$ cat src/rtl/m68k_ocd_pkg.sv
package m68k_ocd_pkg;

    // Instruction class codes, dense, in decode-tree order
    typedef enum logic [6:0] {
        K_ILLEGAL, K_MOVEP, K_BTST_D, K_BCHG_D, K_BCLR_D, K_BSET_D,
        K_ORI_CCR, K_ORI_SR, K_ORI, K_ANDI_CCR, K_ANDI_SR, K_ANDI,
        K_SUBI, K_ADDI, K_BTST_S, K_BCHG_S, K_BCLR_S, K_BSET_S,
        K_EORI_CCR, K_EORI_SR, K_EORI, K_CMPI, K_MOVEA, K_MOVE,
        K_LEA, K_CHK, K_MOVE_FROM_SR, K_MOVE_TO_CCR, K_MOVE_TO_SR,
        K_NEGX, K_CLR, K_NEG, K_NOT, K_EXT, K_NBCD, K_SWAP, K_PEA,
        K_MOVEM, K_TAS, K_TST, K_TRAP, K_LINK, K_UNLK, K_MOVE_USP,
        K_RESET, K_NOP, K_STOP, K_RTE, K_RTS, K_TRAPV, K_RTR,
        K_JSR, K_JMP, K_DBCC, K_SCC, K_SUBAQ, K_ADDAQ, K_SUBQ, K_ADDQ,
        K_BCC_W, K_BCC_S, K_BSR_W, K_BSR_S, K_BRA_W, K_BRA_S,
        K_MOVEQ, K_DIVS, K_DIVU, K_SBCD, K_OR, K_SUBA, K_SUBX, K_SUB,
        K_LINE_A, K_CMPA, K_CMP, K_CMPM, K_EOR, K_MULS, K_MULU,
        K_ABCD, K_EXG, K_AND, K_ADDA, K_ADDX, K_ADD,
        K_ASD_M, K_LSD_M, K_ROXD_M, K_ROD_M,
        K_ASD_R, K_LSD_R, K_ROXD_R, K_ROD_R, K_LINE_F
    } class_t;

    // Opcode line numbers (top nibble) with special handling
    localparam logic [3:0] LINE_BITS = 4'h0;
    localparam logic [3:0] LINE_MISC = 4'h4;

    // Predecoded opcode, first pipeline stage
    typedef struct packed {
        logic [15:0] word;
        logic        imm;       // mode 7, reg 4: immediate source
        logic        areg;      // mode 1: address register direct
        logic        word_disp; // low byte zero: 16-bit branch displacement
    } pre_t;

    // Per-group candidate classes, second pipeline stage
    typedef struct packed {
        logic [15:0] word;
        class_t      bits_class;
        class_t      misc_class;
        class_t      rest_class;
    } cand_t;

endpackage

$ cat src/rtl/m68k_opcode_class_decoder.sv
// 68000 opcode class decoder: opcode word in, class code and split fields out.
// Throughput: one opcode per cycle while result_stall is low; three register stages
// (predecode, group decode, line select) each hold a valid bit and advance independently under stall.
// Reset (rst_n low, asynchronous) clears all stage valid bits; payload is not reset.
module m68k_opcode_class_decoder (
    input  logic        clk,
    input  logic        rst_n,
    input  logic        opcode_valid,
    output logic        opcode_stall,
    input  logic [15:0] opcode_word,
    output logic        result_valid,
    input  logic        result_stall,
    output logic [6:0]  instruction_code,
    output logic [2:0]  ea_register,
    output logic [2:0]  ea_mode,
    output logic [2:0]  second_mode,
    output logic [2:0]  second_register,
    output logic [1:0]  size_bits,
    output logic        bit_eight
);
    import m68k_ocd_pkg::*;

    // Immediate to CCR/SR selection shared by ORI, ANDI and EORI
    function automatic class_t imm_class(input logic to_sr, input logic [1:0] sz,
                                         input class_t ccr, input class_t sr,
                                         input class_t plain);
        class_t c;
        if (!to_sr)
            c = plain;
        else if (sz == 2'd0)
            c = ccr;
        else if (sz == 2'd1)
            c = sr;
        else
            c = K_ILLEGAL;
        return c;
    endfunction

    // Line 0: bit operations, MOVEP and immediates
    function automatic class_t decode_bits(input pre_t p);
        class_t c;
        logic [1:0] sz;
        sz = p.word[7:6];
        if (p.word[8]) begin
            if (p.areg)
                c = K_MOVEP;
            else begin
                unique case (sz)
                    2'd0: c = K_BTST_D;
                    2'd1: c = K_BCHG_D;
                    2'd2: c = K_BCLR_D;
                    default: c = K_BSET_D;
                endcase
            end
        end
        else begin
            unique case (p.word[11:9])
                3'd0: c = imm_class(p.imm, sz, K_ORI_CCR, K_ORI_SR, K_ORI);
                3'd1: c = imm_class(p.imm, sz, K_ANDI_CCR, K_ANDI_SR, K_ANDI);
                3'd2: c = K_SUBI;
                3'd3: c = K_ADDI;
                3'd4:
                begin
                    unique case (sz)
                        2'd0: c = K_BTST_S;
                        2'd1: c = K_BCHG_S;
                        2'd2: c = K_BCLR_S;
                        default: c = K_BSET_S;
                    endcase
                end
                3'd5: c = imm_class(p.imm, sz, K_EORI_CCR, K_EORI_SR, K_EORI);
                3'd6: c = K_CMPI;
                default: c = K_ILLEGAL;
            endcase
        end
        return c;
    endfunction

    // Line 4: miscellaneous group
    function automatic class_t decode_misc(input pre_t p);
        class_t c;
        logic [15:0] w;
        w = p.word;
        if (w[8]) begin
            if (w[7:6] == 2'd3)
                c = K_LEA;
            else if (w[7:6] == 2'd2)
                c = K_CHK;
            else
                c = K_ILLEGAL;
        end
        else if (!w[11]) begin
            if (w[7:6] == 2'd3) begin
                unique case (w[11:9])
                    3'd0: c = K_MOVE_FROM_SR;
                    3'd2: c = K_MOVE_TO_CCR;
                    3'd3: c = K_MOVE_TO_SR;
                    default: c = K_ILLEGAL;
                endcase
            end
            else begin
                unique case (w[10:9])
                    2'd0: c = K_NEGX;
                    2'd1: c = K_CLR;
                    2'd2: c = K_NEG;
                    default: c = K_NOT;
                endcase
            end
        end
        else if (!w[9]) begin
            priority if ((w & 16'h01B8) == 16'h0080) c = K_EXT;
            else if ((w & 16'h01C0) == 16'h0000) c = K_NBCD;
            else if ((w & 16'h01F8) == 16'h0040) c = K_SWAP;
            else if ((w & 16'h01C0) == 16'h0040) c = K_PEA;
            else if ((w & 16'h0B80) == 16'h0880) c = K_MOVEM;
            else c = K_ILLEGAL;
        end
        else begin
            // ILLEGAL and reserved words 4AFA..4AFC sit inside the TAS pattern
            priority if (w == 16'h4AFA || w == 16'h4AFB || w == 16'h4AFC) c = K_ILLEGAL;
            else if ((w & 16'h0FC0) == 16'h0AC0) c = K_TAS;
            else if ((w & 16'h0F00) == 16'h0A00) c = K_TST;
            else if ((w & 16'h0FF0) == 16'h0E40) c = K_TRAP;
            else if ((w & 16'h0FF8) == 16'h0E50) c = K_LINK;
            else if ((w & 16'h0FF8) == 16'h0E58) c = K_UNLK;
            else if ((w & 16'h0FF0) == 16'h0E60) c = K_MOVE_USP;
            else if ((w & 16'h0FF8) == 16'h0E70) begin
                unique case (w[2:0])
                    3'd0: c = K_RESET;
                    3'd1: c = K_NOP;
                    3'd2: c = K_STOP;
                    3'd3: c = K_RTE;
                    3'd5: c = K_RTS;
                    3'd6: c = K_TRAPV;
                    3'd7: c = K_RTR;
                    default: c = K_ILLEGAL;
                endcase
            end
            else if ((w & 16'h0FC0) == 16'h0E80) c = K_JSR;
            else if ((w & 16'h0FC0) == 16'h0EC0) c = K_JMP;
            else c = K_ILLEGAL;
        end
        return c;
    endfunction

    // All other lines
    function automatic class_t decode_rest(input pre_t p);
        class_t c;
        logic [15:0] w;
        logic sz3;
        logic xform;
        w = p.word;
        sz3 = (w[7:6] == 2'd3);
        xform = ((w & 16'h0130) == 16'h0100);
        unique case (w[15:12])
            4'h1, 4'h2, 4'h3: c = ((w & 16'h01C0) == 16'h0040) ? K_MOVEA : K_MOVE;
            4'h5:
            begin
                if (sz3)
                    c = p.areg ? K_DBCC : K_SCC;
                else if (p.areg)
                    c = w[8] ? K_SUBAQ : K_ADDAQ;
                else
                    c = w[8] ? K_SUBQ : K_ADDQ;
            end
            4'h6:
            begin
                if (w[11:9] != 3'd0)
                    c = p.word_disp ? K_BCC_W : K_BCC_S;
                else if (w[8])
                    c = p.word_disp ? K_BSR_W : K_BSR_S;
                else
                    c = p.word_disp ? K_BRA_W : K_BRA_S;
            end
            4'h7: c = K_MOVEQ;
            4'h8:
            begin
                if (sz3)
                    c = w[8] ? K_DIVS : K_DIVU;
                else
                    c = ((w & 16'h0170) == 16'h0100) ? K_SBCD : K_OR;
            end
            4'h9: c = sz3 ? K_SUBA : (xform ? K_SUBX : K_SUB);
            4'hA: c = K_LINE_A;
            4'hB:
            begin
                if (sz3)
                    c = K_CMPA;
                else if (!w[8])
                    c = K_CMP;
                else
                    c = p.areg ? K_CMPM : K_EOR;
            end
            4'hC:
            begin
                if (sz3)
                    c = w[8] ? K_MULS : K_MULU;
                else if (xform)
                    c = (w[7:6] == 2'd0) ? K_ABCD : K_EXG;
                else
                    c = K_AND;
            end
            4'hD: c = sz3 ? K_ADDA : (xform ? K_ADDX : K_ADD);
            4'hE:
            begin
                if (sz3) begin
                    unique case (w[11:9])
                        3'd0: c = K_ASD_M;
                        3'd1: c = K_LSD_M;
                        3'd2: c = K_ROXD_M;
                        3'd3: c = K_ROD_M;
                        default: c = K_ILLEGAL;
                    endcase
                end
                else begin
                    unique case (w[4:3])
                        2'd0: c = K_ASD_R;
                        2'd1: c = K_LSD_R;
                        2'd2: c = K_ROXD_R;
                        default: c = K_ROD_R;
                    endcase
                end
            end
            4'hF: c = K_LINE_F;
            default: c = K_ILLEGAL; // lines 0 and 4 decode elsewhere
        endcase
        return c;
    endfunction

    // Stage registers
    logic   pre_valid_reg;
    logic   cand_valid_reg;
    logic   out_valid_reg;
    pre_t   pre_reg;
    pre_t   pre_next;
    cand_t  cand_reg;
    cand_t  cand_next;
    class_t code_reg;
    class_t code_next;
    logic [15:0] out_word_reg;

    // Stage advance: a stage loads when it is empty or its content moves on
    logic adv_out;
    logic adv_cand;
    logic adv_pre;

    assign adv_out      = !out_valid_reg || !result_stall;
    assign adv_cand     = !cand_valid_reg || adv_out;
    assign adv_pre      = !pre_valid_reg || adv_cand;
    assign opcode_stall = !adv_pre;

    // Stage 1: predecode
    always_comb
    begin
        pre_next.word      = opcode_word;
        pre_next.imm       = (opcode_word[5:3] == 3'd7) && (opcode_word[2:0] == 3'd4);
        pre_next.areg      = (opcode_word[5:3] == 3'd1);
        pre_next.word_disp = (opcode_word[7:0] == 8'h00);
    end

    // Stage 2: per-group decode
    always_comb
    begin
        cand_next.word       = pre_reg.word;
        cand_next.bits_class = decode_bits(pre_reg);
        cand_next.misc_class = decode_misc(pre_reg);
        cand_next.rest_class = decode_rest(pre_reg);
    end

    // Stage 3: select by line
    always_comb
    begin
        unique case (cand_reg.word[15:12])
            LINE_BITS: code_next = cand_reg.bits_class;
            LINE_MISC: code_next = cand_reg.misc_class;
            default:   code_next = cand_reg.rest_class;
        endcase
    end

    // Valid bits
    always_ff @(posedge clk or negedge rst_n)
    begin
        if (!rst_n) begin
            pre_valid_reg  <= 1'b0;
            cand_valid_reg <= 1'b0;
            out_valid_reg  <= 1'b0;
        end
        else begin
            if (adv_pre)
                pre_valid_reg <= opcode_valid;
            if (adv_cand)
                cand_valid_reg <= pre_valid_reg;
            if (adv_out)
                out_valid_reg <= cand_valid_reg;
        end
    end

    // Payload
    always_ff @(posedge clk)
    begin
        if (adv_pre)
            pre_reg <= pre_next;
        if (adv_cand)
            cand_reg <= cand_next;
        if (adv_out) begin
            code_reg     <= code_next;
            out_word_reg <= cand_reg.word;
        end
    end

    // Result transaction
    assign result_valid     = out_valid_reg;
    assign instruction_code = code_reg;
    assign ea_register      = out_word_reg[2:0];
    assign ea_mode          = out_word_reg[5:3];
    assign second_mode      = out_word_reg[8:6];
    assign second_register  = out_word_reg[11:9];
    assign size_bits        = out_word_reg[7:6];
    assign bit_eight        = out_word_reg[8];

endmodule

$ cat config.mk
export PLATFORM = sky130hd
export DESIGN_NAME = m68k_opcode_class_decoder
export DESIGN_NICKNAME = d
export VERILOG_FILES = /design/src/rtl/m68k_ocd_pkg.sv /design/src/rtl/m68k_opcode_class_decoder.sv
export SDC_FILE = /design/constraint.sdc
export NUM_CORES = 1
export LEC_CHECK = 0
export BUFFER_PORTS_ARGS = -buffer_cell sky130_fd_sc_hd__buf_4
export CELL_PAD_IN_SITES_DETAIL_PLACEMENT = 0
export CELL_PAD_IN_SITES_GLOBAL_PLACEMENT = 2
export CORE_ASPECT_RATIO = 0.75
export CORE_MARGIN = 1.5
export CORE_UTILIZATION = 35
export DETAILED_ROUTE_END_ITERATION = 8
export PLACE_DENSITY = 0.72
export SYNTH_ARGS = -nofsm -noshare
export SYNTH_HDL_FRONTEND = slang
export SYNTH_SLANG_ARGS = --single-unit
$ cat constraint.sdc
create_clock -name clk -period 2.1 [get_ports clk]
set_clock_uncertainty 0.05 [all_clocks]
set_input_delay 0.315 -clock clk [delete_from_list [all_inputs] [get_ports clk]]
set_output_delay 0.315 -clock clk [all_outputs]
set_load 0.05 [all_outputs]
==> results.py <==
metrics = {
    "worst_setup_path": {
        "cp_top_family": "simple AND/OR/NAND/NOR gates",
        "rr_startpoint": "cand_next[28]$_DFFE_PN_",
        "crit_buf_inv": 0,
        "crit_path_max_fanout": 4,
        "rr_worst_depth": 5,
        "worst_ep_required_time_ns": 2.18,
        "crit_path_end_kind": "flip-flop",
        "arrival_ns": 2.11,
        "rrSetupSlack_ns": 0.07,
        "rr_endpoint": "cand_reg[8]$_SDFFCE_PP0P_",
        "crit_path_cell_trace": "or3b_1, or2_1, a31oi_2, o21ai_0, a311oi_2",
        "crit_type": "reg -> reg",
        "cp-start-kind": "flip-flop",
        "cpMaxStageDelayCell": "or3b_1",
        "max_stage_delay_ns": 0.45,
    },
    "cells_and_area": {
        "diodes": 0,
        "seqCellArea_sq_mm": 0.00224,
        "area_growth_pct": 30.0,
        "finish.net_count": 459,
        "largest_reg_flops": 34,
        "fillers": 1002,
        "drive_gt1_share_pct": 29.8,
        "layout_common_cells": "98 x buf_4, 72 x edfxtp_1, 34 x a21oi_1",
        "final_common_cell": "buf_4",
        "multiInputGateArea_sq_mm": 0.00148,
        "design_area_sq_mm": 0.00500,
        "final_util_pct": 47.6,
    },
    "pwr": {
        "power_mw": 4.48,
        "powerDensity_mw_per_mm2": 896,
        "ir_drop_mv": 0.443,
        "leakage_nw": 1.92,
    },
    "yosys": {
        "yosysSeqAreaShare_pct": 58.2,
        "syn_area_per_cell_sq_um": 11.1,
        "synth_nets": 374,
        "synth_top_flop_cell": "edfxtp_1",
        "ys_ff_latch": 75,
        "syn-cell-area_sq_mm": 0.00384,
        "synth_area_leader_cell": "edfxtp_1",
        "yosysWarningCount": 0,
        "synth.area.top_cells": "edfxtp_1 56%, a21oi_1 4.4%, ha_1 2.6%",
        "synthCells": 346,
        "ys_types": 60,
        "synth-edff-count": 72,
        "async_flop_share_pct": 4.00,
        "synth.top_cell.area_share_pct": 56.2,
    },
    "timing": {
        "finalCritPeriodShare_pct": 96.4,
        "final_hold_viol_count": 0,
        "fin_crit_ns": 2.03,
        "fin_ws_ns": 0.0750,
        "rsz0062_at_grt": "yes",
        "finalSetupViolCount": 0,
        "tightest_slew_ns": 0.595,
        "max_freq_ghz": 0.494,
        "final_max_slew_viol_count": 0,
        "slew_headroom_pct": 60.0,
    },
    "global_routing": {
        "grt_remaining_overflow": 0,
        "grt_pass1_vias": 2936,
        "grt_antenna_before_repair": 0,
        "grt_usage_pct": 18.7,
        "grt_pass1_wl_mm": 16.0,
        "grt_start_max_net_pins": 36,
    },
    "placed_design": {
        "place_congestion": 0.816,
        "dpl_cell_area_sq_mm": 0.00462,
        "place_worst_setup_slack_ns": -0.0232,
        "place_hpwl_mm": 7.51,
        "io_buffers": 43,
    },
    "clocking": {
        "cts_tree": "built",
        "cts_sinks": 75,
        "clk_pin_slew_ns": 0.06,
        "clk_path_buf_depth": 2,
        "htree_levels": 3,
        "cts_made_buffers": 9,
        "cts_root_buf": "clkbuf_16",
        "insertion_delay_ns": 0.34,
    },
    "detailed_routing": {
        "drc_errors": 0,
        "avgViaCountPerCell": 5.25,
        "drt_iter0_drc": 230,
        "routed_wl_mm": 10.0,
        "drtAntennaViolNets": 0,
        "vias": 3004,
        "detail_route.wl_per_cell_microns": 17.5,
        "first_pass_iters": 4,
    },
    "min_path": {
        "holdPathEnd": "cand_next[32]$_DFFE_PN_",
        "holdPathStages": 1,
        "min_from": "opcode_word[11]",
        "hp-class": "in -> reg",
    },
    "die": {
        "die_w_microns": 124,
        "io_pins": 44,
        "rows": 32,
        "core_area_sq_mm": 0.0105,
        "initial_utilization_pct": 36.7,
        "die_area_sq_mm": 0.0116,
        "die_h_microns": 93.8,
    },
    "outcome": {
        "outcome": "complete, no violations",
    },
    "flow_run": {
        "drv_cap": 0,
    },
}
cell usage after synthesis, types with 6 or more instances:
cell type  instances
nor2_1            24
nand3_1           10
clkbuf_1          17
ha_1               8
o21ai_0           20
mux2i_1            6
nand2_1           20
edfxtp_1          72
nor3_1            11
nand2b_1          13
a21oi_1           34
inv_1             11
nor2b_1            8
through the flow:
step                instances  hold WS (ns)  setup TNS, ns
global route              572        0.0849        -0.0474
CTS                       568        0.0905       -0.00561
detailed placement        549        0.0582        -0.0232
floorplan                 346       -0.0306          -4.13
finish                    572         0.101              0
global placement          549        0.0537         -0.123
timing repair:
item | CTS | global route
pin swaps | 2 | 3
hold buffers | 1 | 0
endpoints found under the setup margin | 2 | 5
gates resized for setup | 0 | 6
hold endpoints to repair | 3 | 0
cloned | 0 | 0
setup buffers | 2 | 4
power breakdown:
| group | switching, mW | internal, mW | total, mW |
|---|---|---|---|
| clock | 0.599 | 0.920 | 1.52 |
| sequential | 0.0893 | 1.87 | 1.96 |
| combinational | 0.620 | 0.373 | 0.993 |
| total | 1.31 | 3.17 | 4.48 |
layer usage:
metal  part of all wire [%]  GRT usage, %
met5                      0             0
met4                   0.89          6.16
met2                     44          26.8
met3                    5.2          4.92
met1                     50          27.2
worst reg2reg max path, delay by kind of cell, from the launching register on:
kind	cells	cell delay [ns]
simple gates	2	0.70
compound gates	3	0.65
flops	1	0.42
cells by family after synthesis:
group           count (synthesis)  synth area share, %
xor+xnor                        1                0.228
mux                             6                 1.56
compound gates                 97                 15.8
flops                          75                 58.2
buf+inv                        38                 4.10
simple gates                  121                 17.5
fa+ha+maj                       8                 2.60
worst max-delay path by stage:
stage	startpoint	end	slack, ns	cells after the start
global placement	cand_next[28]$_DFFE_PN_	cand_reg[8]$_SDFFCE_PP0P_	-0.12	5
floorplan	result_valid$_DFFE_PN0P_	cand_reg[0]$_DFFE_PP_	-0.12	1
detailed placement	cand_next[29]$_DFFE_PN_	cand_reg[7]$_DFFE_PP_	-0.02	5
CTS	cand_next[28]$_DFFE_PN_	cand_reg[7]$_DFFE_PP_	-0.006	5
global route	cand_next[28]$_DFFE_PN_	cand_reg[7]$_DFFE_PP_	-0.03	5
finish	cand_next[28]$_DFFE_PN_	cand_reg[8]$_SDFFCE_PP0P_	0.07	5
cell type report:
cell class,count,share of cell area (%)
Sequential cell,75,44.8
Clock inverter,6,1.28
Inverter,12,0.951
Tap cell,136,3.41
Multi-Input combinational cell,233,29.7
Timing Repair Buffer,100,15.3
Clock buffer,10,4.58
No activity file was read; power rests on OpenSTA's default activity.
